--- config.mk ---
export PLATFORM = sky130hd
export DESIGN_NAME = egbr_queue
export DESIGN_NICKNAME = d
export VERILOG_FILES = /design/src/rtl/egbr_pkg.sv /design/src/rtl/egbr_queue.sv
export SDC_FILE = /design/constraint.sdc
export NUM_CORES = 1
export LEC_CHECK = 0
export BUFFER_PORTS_ARGS = -buffer_cell sky130_fd_sc_hd__clkbuf_2
export CAP_MARGIN = 20
export CELL_PAD_IN_SITES_DETAIL_PLACEMENT = 1
export CELL_PAD_IN_SITES_GLOBAL_PLACEMENT = 1
export CORE_MARGIN = 3
export CORE_UTILIZATION = 46
export DETAILED_ROUTE_END_ITERATION = 8
export PLACE_DENSITY_LB_ADDON = 0.15
export SLEW_MARGIN = 10
export SYNTH_ARGS = -nofsm -noshare
export SYNTH_HDL_FRONTEND = slang
export SYNTH_SLANG_ARGS = --single-unit
--- constraint.sdc ---
create_clock -name clock -period 4.9 [get_ports clock]
set_input_delay 0.98 -clock clock [delete_from_list [all_inputs] [get_ports clock]]
set_output_delay 0.98 -clock clock [all_outputs]
set_load 0.05 [all_outputs]
--- src/rtl/egbr_pkg.sv ---
// Shared types and operation codes for the Exp-Golomb bitstream reader.
`default_nettype none
package egbr_pkg;

   typedef logic [3:0] op_type;

   localparam op_type OP_START  = 4'd0;
   localparam op_type OP_APPEND = 4'd1;
   localparam op_type OP_READ   = 4'd2;
   localparam op_type OP_UE     = 4'd3;
   localparam op_type OP_SE     = 4'd4;
   localparam op_type OP_SKIP   = 4'd5;
   localparam op_type OP_ALIGN  = 4'd6;
   localparam op_type OP_PEEK   = 4'd7;
   localparam op_type OP_MORE   = 4'd8;
   localparam op_type OP_NOP    = 4'd15;

   localparam int MAX_READ_BITS = 64;
   localparam int MAX_ZEROS     = 32;

   typedef struct packed {
      op_type      op;
      logic [7:0]  data_byte;
      logic [15:0] count;
   } cmd_type;

endpackage
`default_nettype wire

--- src/rtl/egbr_queue.sv ---
// Two-entry command queue between front and back.
`default_nettype none
module egbr_queue import egbr_pkg::*; (
   input  logic    clock,
   input  logic    reset,
   input  logic    push,
   input  cmd_type push_cmd,
   output logic    push_ready,
   input  logic    pop,
   output cmd_type pop_cmd,
   output logic    pop_valid
);
   cmd_type    entry_ff [2];
   logic       wr_ptr_ff, wr_ptr_in;
   logic       rd_ptr_ff, rd_ptr_in;
   logic [1:0] fill_ff, fill_in;
   logic       do_push, do_pop;

   assign push_ready = fill_ff != 2'd2;
   assign pop_valid = fill_ff != 2'd0;
   assign pop_cmd = entry_ff[rd_ptr_ff];
   assign do_push = push && push_ready;
   assign do_pop = pop && pop_valid;

   always_comb begin
      wr_ptr_in = wr_ptr_ff ^ do_push;
      rd_ptr_in = rd_ptr_ff ^ do_pop;
      fill_in = fill_ff + {1'b0, do_push} - {1'b0, do_pop};
   end

   always_ff @(posedge clock) begin
      if (reset) begin
         wr_ptr_ff <= 1'b0;
         rd_ptr_ff <= 1'b0;
         fill_ff <= 2'd0;
      end else begin
         wr_ptr_ff <= wr_ptr_in;
         rd_ptr_ff <= rd_ptr_in;
         fill_ff <= fill_in;
      end
      if (do_push) entry_ff[wr_ptr_ff] <= push_cmd;
   end
endmodule
`default_nettype wire

# Word-level counts from Yosys, hierarchy flattened
# Memories as Yosys holds them, arrays and structs flattened. A register that Yosys moved wholly into a read port is not among the register bits.
# Index checks and enable logic that the tools add are counted.
dict set report word_totals {
  reg_bits 4
  mem_bits_rw 56
  in_bits 32
  elab_cells 15
  n_memories 1
}
# memory words word_bits read_ports rd_ports_with_merged_regs write_ports line_no
set mem_list {}
lappend mem_list {entry_ff 2 28 1 1 1 egbr_queue.sv:13} ;# cmd_type entry_ff [2];
dict set report op_classes {
  add_sub_neg 2
  n_eq_ne 1
  n_mux 3
  bitwise 2
  reduce_logical 3
}
# cell n
set ops {}
lappend ops {{$mux W1} 3}
lappend ops {{$add A2 B1 Y2} 1}
lappend ops {{$logic_and A1 B1 Y1} 2}
lappend ops {{$ne A2 B2 Y1 const B} 1}
lappend ops {{$reduce_bool A2 Y1} 1}
lappend ops {{$sub A2 B1 Y2} 1}
lappend ops {{$xor A1 B1 Y1} 2}

# Logic depth before layout (Yosys ltp)
dict set report logic_depth {
  ltp_word 4
  ltp_mapped 6
  mapped_depth_nobuf 6
}

# Worst setup path before layout
# OpenSTA, ideal clock, no wires.
dict set report synth_timing {
  path_kind {input port to flip-flop}
  from {input push}
  to {memory entry_ff[0][0] (netlist bit), enable pin}
  setup_ps 387
  arrival_time_ps 1829
  slack_ps 2684
  path_stages 2
  n_path_buf 0
  path_cell_list {and2_1 ha_1}
}
dict set report synth_between {
  elab_chain_cells 3
}
# item line_no
set synth_rtl {}
lappend synth_rtl {{from (decl)} egbr_queue.sv:6} ;# input logic push,
lappend synth_rtl {{$logic_and A1 B1 Y1} egbr_queue.sv:22} ;# assign do_push = push && push_ready;
lappend synth_rtl {{$mux W1} egbr_queue.sv:41} ;# if (do_push) entry_ff[wr_ptr_ff] <= push_cmd;
lappend synth_rtl {{$mux W1 (implied by the code)} egbr_queue.sv:41}
lappend synth_rtl {{to (decl)} egbr_queue.sv:13}
# Every way passes these cells.

==> impl_metrics.yaml <==
synthesis:
  synth.area.top_cells: "edfxtp_1 75%, mux2_2 14%, dfxtp_1 3.6%, ha_1 1.1%, nor2_1 0.83%"
  ys_async_sr_fraction_pct: 0
  synth_cells: 114
  ys_ff_latch: 60
  netlist_top_cells_count: "56 x edfxtp_1, 28 x mux2_2, 5 x nor2_1, 4 x dfxtp_1"
  netlist_area_mm2: 0.00225
  synthFlopType: "edfxtp_1"
  synth_top_area_share_pct: 74.7
  avgSynthCellArea_um2: 19.8
  synth-warning-count: 0
  synth_most_common_cell: "edfxtp_1"
  synthesis.nets: 148
  synth_edf_count: 56
  synth_cell_types: 21
  yosysTopAreaCell: "edfxtp_1"
  synth_seq_area_share_pct: 78.2
finish:
  layout.cells.non_filler: 256
  antenna_cells: 0
  fin_area_mm2: 0.00283
  final_core_util_pct: 62.3
  fillers: 433
  final_nets: 220
  drive_gt1_share_pct: 56.5
  syn_to_final_growth_pct: 25.4
routing:
  drc: 0
  ant_nets: 0
  wl_per_cell_um: 16.9
  finalWirelength_um: 4330
  drt-initial-drc-count: 58
  via_per_inst: 4.99
  vias: 1277
  drt_pass1_iterations: 4
clocking:
  htreeDepth: 3
  cts_made_buffers: 9
  path_clk_slew_ps: 60
  cts-resized-gates: 0
  clk_path_buf_depth: 2
  clock-sinks: 60
  clk_latency_ps: 330
  cts_root_buffer: "clkbuf_8"
  cts_hold_buf: 0
  cts_setup_buffers: 0
  cts_tree: "yes"
sta:
  tns_ps: 0
  fin_crit_sh_pct: 54.5
  period_minus_slack_ps: 2670
  finalClockSkew_ps: 3.78
  hold_viol: 0
  rsz0062_at_grt: "no"
  final_max_slew_viol_count: 0
  setup-violations-final: 0
  slew_headroom_pct: 74.1
  worst_pin_slew_ps: 389
  fmax_mhz: 374
floorplanning:
  die_area_mm2: 0.00577
  die_width_um: 76.0
  ios: 62
  die_h_um: 76.0
  rows: 24
  start_util_pct: 49.7
  core-area_mm2: 0.00453
power:
  ir_drop_v: 0.000283
  p_leak_nw: 1.10
  powerDensity_mw_per_mm2: 560
  p_total_mw: 1.58
global_route:
  grt_pass1_wl_um: 7300
  gr-total-overflow: 0
  grt_max_degree: 29
  antenna_found_initial: 0
  grt_pass1_vias: 1461
  grtUsageTotal_pct: 16.8
setup_path:
  end_kind: "output pin"
  critPathKind: "register to output pin"
  crit_arrival_ps: 1690
  cp_max_fo: 28
  cp.required_ps: 3920
  cp-start-kind: "register"
run_status:
  status: "finished clean"
placed_design:
  dp.cells: 240
  io_buffer_count: 61
  postPlaceCellArea_mm2: 0.00264
  dp_hpwl_um: 2870
  gp_congestion: 0.647
hold_path:
  hold_path.class: "register to register"
flow_run:
  drv_cap: 0
worst max-delay path: stages (launching register included):
cell	delay, ps
dfxtp_1	350
buf_4	370
mux2_2	390
clkbuf_2	250
logic make-up (layout without fill, tap and decap cells):
| group | after synthesis | count (layout) | share of synthesized area [%] |
|---|---|---|---|
| simple gates | 13 | 13 | 3.11 |
| flops | 60 | 60 | 78.2 |
| xor+xnor | 1 | 1 | 0.389 |
| mux | 29 | 29 | 14.5 |
| buf+inv | 4 | 81 | 1.05 |
| compound gates | 5 | 5 | 1.61 |
| fa+ha+maj | 2 | 2 | 1.11 |
registers in the layout (all words and copies together), names as in the netlist:
name	count
rd_ptr_ff	1
wr_ptr_ff	1
fill_ff	2
entry_ff	56
placed cells by master (no fill, tap or decap), drive strengths merged, types with 2 or more instances in the layout:
cell	n
dfxtp	4
nor2b	2
nor2	5
clkbuf	72
buf	3
mux2	29
ha	2
o21ai	2
edfxtp	56
clkinv	3
stage by stage:
stage                     hold slack, ps  setup WS [ps]
after global routing                 576           2160
after CTS                            545           2200
after detailed placement             527           2500
final                                541           2230
after global placement               494           2620
after floorplan                      524           2680
report_power, final:
part           internal (mW)  switching (mW)
sequential             0.635          0.0238
clock                  0.232           0.185
combinational          0.141           0.364
layout make-up:
| cell class | count | area, um2 | share of cell area [%] |
|---|---|---|---|
| timing repair buffer | 64 | 328 | 11.6 |
| clock buffer | 11 | 131 | 4.65 |
| sequential | 60 | 1760 | 62.4 |
| clock inverter | 5 | 52.6 | 1.86 |
| tap | 65 | 81.3 | 2.88 |
| inverter | 1 | 3.75 | 0.133 |
| multi-input combinational | 50 | 467 | 16.5 |
routing by layer:
metal  part of all wire [%]  track usage [%]  up-vias  wire (um)
met4                    1.2             8.15        0         51
met5                      0                0        -          0
met1                     39             18.1      648       1710
li1                       -                -      588          -
met3                    4.9             5.08        5        211
met2                     54             30.0       36       2360
final timing paths:
kind / from / cells after the start / slack (ps) / to
worst max-delay path: rd_ptr_ff$_SDFF_PP0_ / 3 / 2230 / pop_cmd[24]
worst min-delay path: rd_ptr_ff$_SDFF_PP0_ / 2 / 540 / rd_ptr_ff$_SDFF_PP0_
worst max register to register: fill_ff[0]$_SDFF_PP0_ / 4 / 3260 / entry_ff[0][5]$_DFFE_PP_
worst min register to register: rd_ptr_ff$_SDFF_PP0_ / 2 / 540 / rd_ptr_ff$_SDFF_PP0_
Power figures use the tool's default switching activity.
