[src/rtl/egbr_pkg.sv]
// Shared types and operation codes for the Exp-Golomb bitstream reader.
`default_nettype none
package egbr_pkg;

   typedef logic [3:0] op_type;

   localparam op_type OP_START  = 4'd0;
   localparam op_type OP_APPEND = 4'd1;
   localparam op_type OP_READ   = 4'd2;
   localparam op_type OP_UE     = 4'd3;
   localparam op_type OP_SE     = 4'd4;
   localparam op_type OP_SKIP   = 4'd5;
   localparam op_type OP_ALIGN  = 4'd6;
   localparam op_type OP_PEEK   = 4'd7;
   localparam op_type OP_MORE   = 4'd8;
   localparam op_type OP_NOP    = 4'd15;

   localparam int MAX_READ_BITS = 64;
   localparam int MAX_ZEROS     = 32;

   typedef struct packed {
      op_type      op;
      logic [7:0]  data_byte;
      logic [15:0] count;
   } cmd_type;

endpackage
`default_nettype wire

[src/rtl/egbr_if.sv]
// Request and response channel interfaces.
`default_nettype none
interface egbr_req_if;
   logic        valid;
   logic        ready;
   logic [3:0]  operation;
   logic [7:0]  data_byte;
   logic [15:0] count;
   modport source (output valid, output operation, output data_byte, output count,
                   input ready);
   modport sink (input valid, input operation, input data_byte, input count,
                 output ready);
endinterface

`default_nettype wire

[src/rtl/egbr_front.sv]
// Front stage: takes request transfers and classifies the operation code.
`default_nettype none
module egbr_front import egbr_pkg::*; (
   input  logic    clock,
   input  logic    reset,
   egbr_req_if.sink req_chan,
   output logic    cmd_valid,
   output cmd_type cmd,
   input  logic    cmd_ready
);
   logic    valid_ff, valid_in;
   cmd_type cmd_ff, cmd_in;
   logic    take;

   assign req_chan.ready = !valid_ff || cmd_ready;
   assign take = req_chan.valid && req_chan.ready;

   always_comb begin
      valid_in = valid_ff;
      if (cmd_ready) valid_in = 1'b0;
      if (take) valid_in = 1'b1;
      cmd_in.op        = (req_chan.operation > OP_MORE) ? OP_NOP : req_chan.operation;
      cmd_in.data_byte = req_chan.data_byte;
      cmd_in.count     = req_chan.count;
   end

   always_ff @(posedge clock) begin
      if (reset) valid_ff <= 1'b0;
      else valid_ff <= valid_in;
      if (take) cmd_ff <= cmd_in;
   end

   assign cmd_valid = valid_ff;
   assign cmd = cmd_ff;
endmodule
`default_nettype wire

[src/flat_wrapper.sv]
// flat-port wrapper written by rule: the top's interface ports become plain ports
module egbr_front_flat import egbr_pkg::*;
  (clock, reset, cmd_valid, cmd, cmd_ready, req_chan_valid, req_chan_operation, req_chan_data_byte, req_chan_count, req_chan_ready);
  egbr_req_if req_chan_i ();
  input  logic clock;
  input  logic reset;
  output logic cmd_valid;
  output cmd_type cmd;
  input  logic cmd_ready;
  input wire logic [$bits(req_chan_i.valid)-1:0] req_chan_valid;
  input wire logic [$bits(req_chan_i.operation)-1:0] req_chan_operation;
  input wire logic [$bits(req_chan_i.data_byte)-1:0] req_chan_data_byte;
  input wire logic [$bits(req_chan_i.count)-1:0] req_chan_count;
  output wire logic [$bits(req_chan_i.ready)-1:0] req_chan_ready;
  assign req_chan_i.valid = req_chan_valid;
  assign req_chan_i.operation = req_chan_operation;
  assign req_chan_i.data_byte = req_chan_data_byte;
  assign req_chan_i.count = req_chan_count;
  assign req_chan_ready = req_chan_i.ready;
  egbr_front u_core (.clock(clock), .reset(reset), .req_chan(req_chan_i), .cmd_valid(cmd_valid), .cmd(cmd), .cmd_ready(cmd_ready));
endmodule
[config.mk]
export PLATFORM = sky130hd
export DESIGN_NAME = egbr_front_flat
export DESIGN_NICKNAME = d
export VERILOG_FILES = /design/src/rtl/egbr_pkg.sv /design/src/rtl/egbr_if.sv /design/src/rtl/egbr_front.sv /design/src/flat_wrapper.sv
export SDC_FILE = /design/constraint.sdc
export NUM_CORES = 1
export LEC_CHECK = 0
export BUFFER_PORTS_ARGS = -buffer_cell sky130_fd_sc_hd__buf_2
export CAP_MARGIN = 5
export CELL_PAD_IN_SITES_DETAIL_PLACEMENT = 0
export CELL_PAD_IN_SITES_GLOBAL_PLACEMENT = 1
export CORE_AREA = 2 2 61 63
export CTS_CLUSTER_DIAMETER = 200
export DETAILED_ROUTE_END_ITERATION = 6
export DIE_AREA = 0 0 63 65
export MAX_ROUTING_LAYER = met4
export PLACE_DENSITY_LB_ADDON = 0.2
export REMOVE_ABC_BUFFERS = 1
export SLEW_MARGIN = 25
export SYNTH_ARGS = -nofsm -noshare
export SYNTH_HDL_FRONTEND = slang
export SYNTH_SLANG_ARGS = --single-unit
[constraint.sdc]
create_clock -name clock -period 1 [get_ports clock]
set_input_delay 0.1 -clock clock [delete_from_list [all_inputs] [get_ports clock]]
set_output_delay 0.1 -clock clock [all_outputs]
set_load 0.01 [all_outputs]
Yosys cells after proc, flatten, opt, wreduce, memory -nomap -nowiden
Cells that the tools add are included.

Add/sub/neg operators: 0. Multipliers: 0. Divide/modulo/power cells: 0. $lt $le $gt $ge: 1. Eq/ne operators: 0. Shifts and indexed selects: 0. Mux-type cells: 2. Bitwise logic cells: 0. Reduce and logical (&&, ||, !) cells: 4.

Operators by type and width (count): $gt 4x4->1 const B (1); $mux 1 (2); $reduce_bool 2->1 (1); $logic_and 1x1->1 (1); $logic_not 1->1 (1); $logic_or 1x1->1 (1).

Flip-flop bits (word level): 29. Bits in latches: 0. RAM bits: 0. Memory bits (read-only): 0. Bits of input ports: 32. Logic and storage cells: 11. Memories kept: 0.

Depth between registers and ports, before layout
Depth in word-level cells: 4. Gate-level depth with buffers: 2. Gate-level depth less buffers: 2.

Least setup slack after synthesis
No wires, ideal clock.

Path type: flip-flop to flip-flop. Start point: reg u_core.valid_ff, in the netlist u_core.cmd_valid. End point: reg u_core.cmd_ff, in the netlist u_core.cmd[0] (enable). Library setup time: 0.333 ns. Data arrival time: 0.766 ns. Required time: 0.667 ns. Slack: -0.099 ns. Stages on the path, launching flop included: 3. Buffers on the path: 0. Period minus slack after synthesis: 1.099 ns. Cells stage by stage: dfxtp_1 > nand2b_4 > and2_4.

Word-level cells in the longest chain between the ends: 3.

Ends and longest elaborated chain: start, declared (RTL line egbr_front.sv:11) `logic valid_ff, valid_in;`; start signal, assigned (RTL line egbr_front.sv:29) `else valid_ff <= valid_in;`; $logic_not 1->1 (RTL line egbr_front.sv:15) `assign req_chan.ready = !valid_ff || cmd_ready;`; $logic_or 1x1->1 (RTL line egbr_front.sv:15); net req_chan_ready (RTL line flat_wrapper.sv:14) `output wire logic [$bits(req_chan_i.ready)-1:0] req_chan_ready;`; $logic_and 1x1->1 (RTL line egbr_front.sv:16) `assign take = req_chan.valid && req_chan.ready;`; net u_core.take (RTL line egbr_front.sv:13) `logic take;`; end signal, assigned (RTL line egbr_front.sv:30) `if (take) cmd_ff <= cmd_in;`; end, declared (RTL line egbr_front.sv:12) `cmd_type cmd_ff, cmd_in;`.

The timed path passes the listed nets, and every way through them passes these cells. A chain may end at the register's enable or synchronous reset.

Final worst setup path
Start point: reg u_core.valid_ff, in the netlist u_core.cmd_valid. End point: reg u_core.cmd_ff, in the netlist u_core.cmd[23] (enable).

Word-level cells in the longest chain between the ends: 3.

Ends and longest elaborated chain (RTL line): $logic_not 1->1 (egbr_front.sv:15); $logic_or 1x1->1 (egbr_front.sv:15); $logic_and 1x1->1 (egbr_front.sv:16); net u_core.take (egbr_front.sv:13).

The timed path passes the listed nets, and every way through them passes these cells.

==> impl_metrics.ini <==
[status]
outcome = finished, violations left
violations = setup timing

[power]
power_uw = 2400
switching_share_pct = 21.3
seqPwrFrac_pct = 59.6
power.switching_uw = 511
clockPowerShare_pct = 25.4
intPower_uw = 1890
power.density_nw_per_um2 = 1390
peakVddDrop_mv = 0.613
cellLeakagePower_uw = 0.000742
p_comb_share_pct = 15.0

[die]
row_count = 22
die_y_um = 65
core-area_sq_um = 3500
ios = 62
initial_core_util_pct = 26.7
dieArea_sq_um = 4100
die_w_um = 63

[sta]
setup_violations = 29
rsz0062_at_grt = true
relSlewSlack_pct = 88.9
fin_crit_ps = 1070
fin_crit_sh_pct = 107
skew_ps = 3.35
fmax_ghz = 0.935
setup_slack_ps = -69.4
hold_viol_final = 0
worst_slew_pin_slew_ps = 165
drv_slew = 0

[critical_path]
path_delay_family = flip-flops
r2r-start = u_core.cmd_valid
reg2reg_slack_ps = -70
reg2reg_depth = 3
cp.depth = 3
worst_setup_path_end_kind = register
cp_cell_sequence = nand2b_4 -> and2_4 -> clkbuf_16
startpoint_type = register
critPathLaunch = u_core.cmd_valid
cp_max_fo = 7
r2r-end = u_core.cmd[23]
cp.arrival_ps = 1110
max_stage_delay_ps = 340
cp.buffers_inverters = 1
required_ps = 1040
crit_slowest_cell = dfxtp_2
path_class = register to register
crit_end = u_core.cmd[23]

[final_layout]
final_common_cell = buf_2
diodes = 0
layout_common_cells = buf_2 (60), edfxtp_1 (28), dlygate4sd3_1 (27), clkbuf_4 (5)
fin_cells = 188
nets = 172
area_growth_syn_to_layout_pct = 85.3
final_layout_size_suffix_gt1_share_pct = 54.3

[global_routing]
grt_first_pass_wirelength_um = 3160
grt_usage_pct = 11.3
first_global_vias = 701
grt_max_degree = 15
grt-ovfl-total = 0
antenna_found_initial = 0

[logic_synthesis]
ys_ff_latch = 29
yosysTopAreaCell = edfxtp_1
yosys.area_share.adder_pct = 0
synth_top_area_share_pct = 90.1
synth_xor_area_share_pct = 0
ys_types = 9
synth_mux_area_share_pct = 0
yosys_warnings = 0
synth_top_family_by_area = simple AND/OR/NAND/NOR gates
avgSynthCellArea_sq_um = 23.3
syn_area_sq_um = 933
synth_seq_area_share_pct = 92.2
synth_area_leaders = edfxtp_1 (90%), dfxtp_1 (2.1%), nand2b_1 (2.0%), o21ai_0 (1.6%), nand2b_4 (1.5%)
syn_inst = 40
synth_compound_area_share_pct = 2.55
synth-simple-area-share_pct = 4.42

[placement]
portBuffers = 61
dp_cells = 151
hpwl_um = 1380
gp_congestion = 0.666

[clock_tree]
htreeDepth = 2
cts_tree = yes
numCtsBuffers = 5
clock_latency_ps = 310
clk_pin_slew_ps = 80
clockBufferDepth = 2
cts.sinks = 29
cts-root-buf = clkbuf_4

[route]
num_vias = 722
dr.pass1.iters = 4
wl_um = 2060
drc = 0
ant_nets = 0
via_per_inst = 3.84
routedWlPerCell_um = 11.0
dr.first_iter.drc_count = 28

[job]
maxCapViolations = 0

[min_path]
min_path_type = input pin to register
-- logic make-up after synthesis --
logic type             after synthesis
buffers and inverters                2
AND/OR/NAND/NOR                      5
AO/OA/AOI/OAI                        4
flip-flops                          29
-- area by class of cell --
type | count | area [sq um]
clock inverter | 1 | 3.75
tap | 48 | 60.1
inverter | 1 | 3.75
multi-input combinational | 9 | 65.1
fill | 328 | 1770
clock buffer | 6 | 41.3
timing repair buffer | 94 | 693
sequential | 29 | 862
-- through the flow --
| step | utilization (%) | setup slack [ps] | hold WS (ps) | area, sq um | setup TNS, ps |
|---|---|---|---|---|---|
| after floorplan | - | -99.3 | 162 | 930 | -2780 |
| final | 49.5 | -69.4 | 62.3 | 1730 | -1270 |
| after global routing | 49.5 | -107 | 56.1 | 1730 | -2140 |
| after CTS | 48.7 | -70.5 | 45.2 | 1700 | -981 |
| after global placement | 38.4 | 12.0 | 261 | 1340 | 0 |
| after detailed placement | 38.4 | 2.28 | 267 | 1340 | 0 |
-- synth_stat cells --
cell / instances
clkbuf_1: 1
and2_4: 1
o21ai_0: 3
inv_1: 1
nand2b_1: 3
a21oi_2: 1
nand2b_4: 1
dfxtp_1: 1
edfxtp_1: 28
-- worst reg2reg max path, stage by stage (launching register included) --
cell	delay, ps
dfxtp_2	340
nand2b_4	70
and2_4	220
clkbuf_16	170
-- state kept, by name, indices dropped and copies added (netlist names) --
register,flops
u_core.cmd,28
u_core.cmd_valid,1
-- power groups by stage --
stage | Combinational [uW] | Clock, uW | Sequential [uW]
global route | 389 | 708 | 1440
finish | 361 | 609 | 1430
detailed placement | 247 | 0 | 1460
floorplan | 40.2 | 0 | 1500
CTS | 351 | 653 | 1430
global placement | 243 | 0 | 1460
-- layer usage --
layer / GRT usage [%] / vias to the layer above / part of all wire [%]
met3: 4.51 / 7 / 7.2
met1: 9.74 / 331 / 34
met2: 19.8 / 35 / 55
met5: - / - / 0
li1: - / 349 / -
met4: 8.33 / 0 / 3.1
-- how the worst min path moves through the flow --
stage,from,endpoint,slack [ps],cells past startpoint
after floorplan,reset,u_core.cmd_valid,160,1
after global placement,reset,u_core.cmd_valid,260,2
after detailed placement,reset,u_core.cmd_valid,270,2
after CTS,req_chan_operation[1],u_core.cmd[25],50,2
after global routing,req_chan_operation[1],u_core.cmd[25],60,2
final,req_chan_operation[1],u_core.cmd[25],60,2
-- what timing repair did --
item / in CTS / in global routing
hold buffers: 27 / 0
setup buffers: 1 / 0
gates cloned: 1 / 1
setup endpoints to repair: 29 / 32
hold endpoints to repair: 26 / 0
pin swaps: 1 / 0
gates resized for setup: 4 / 0
No activity file was read; power rests on OpenSTA's default activity.
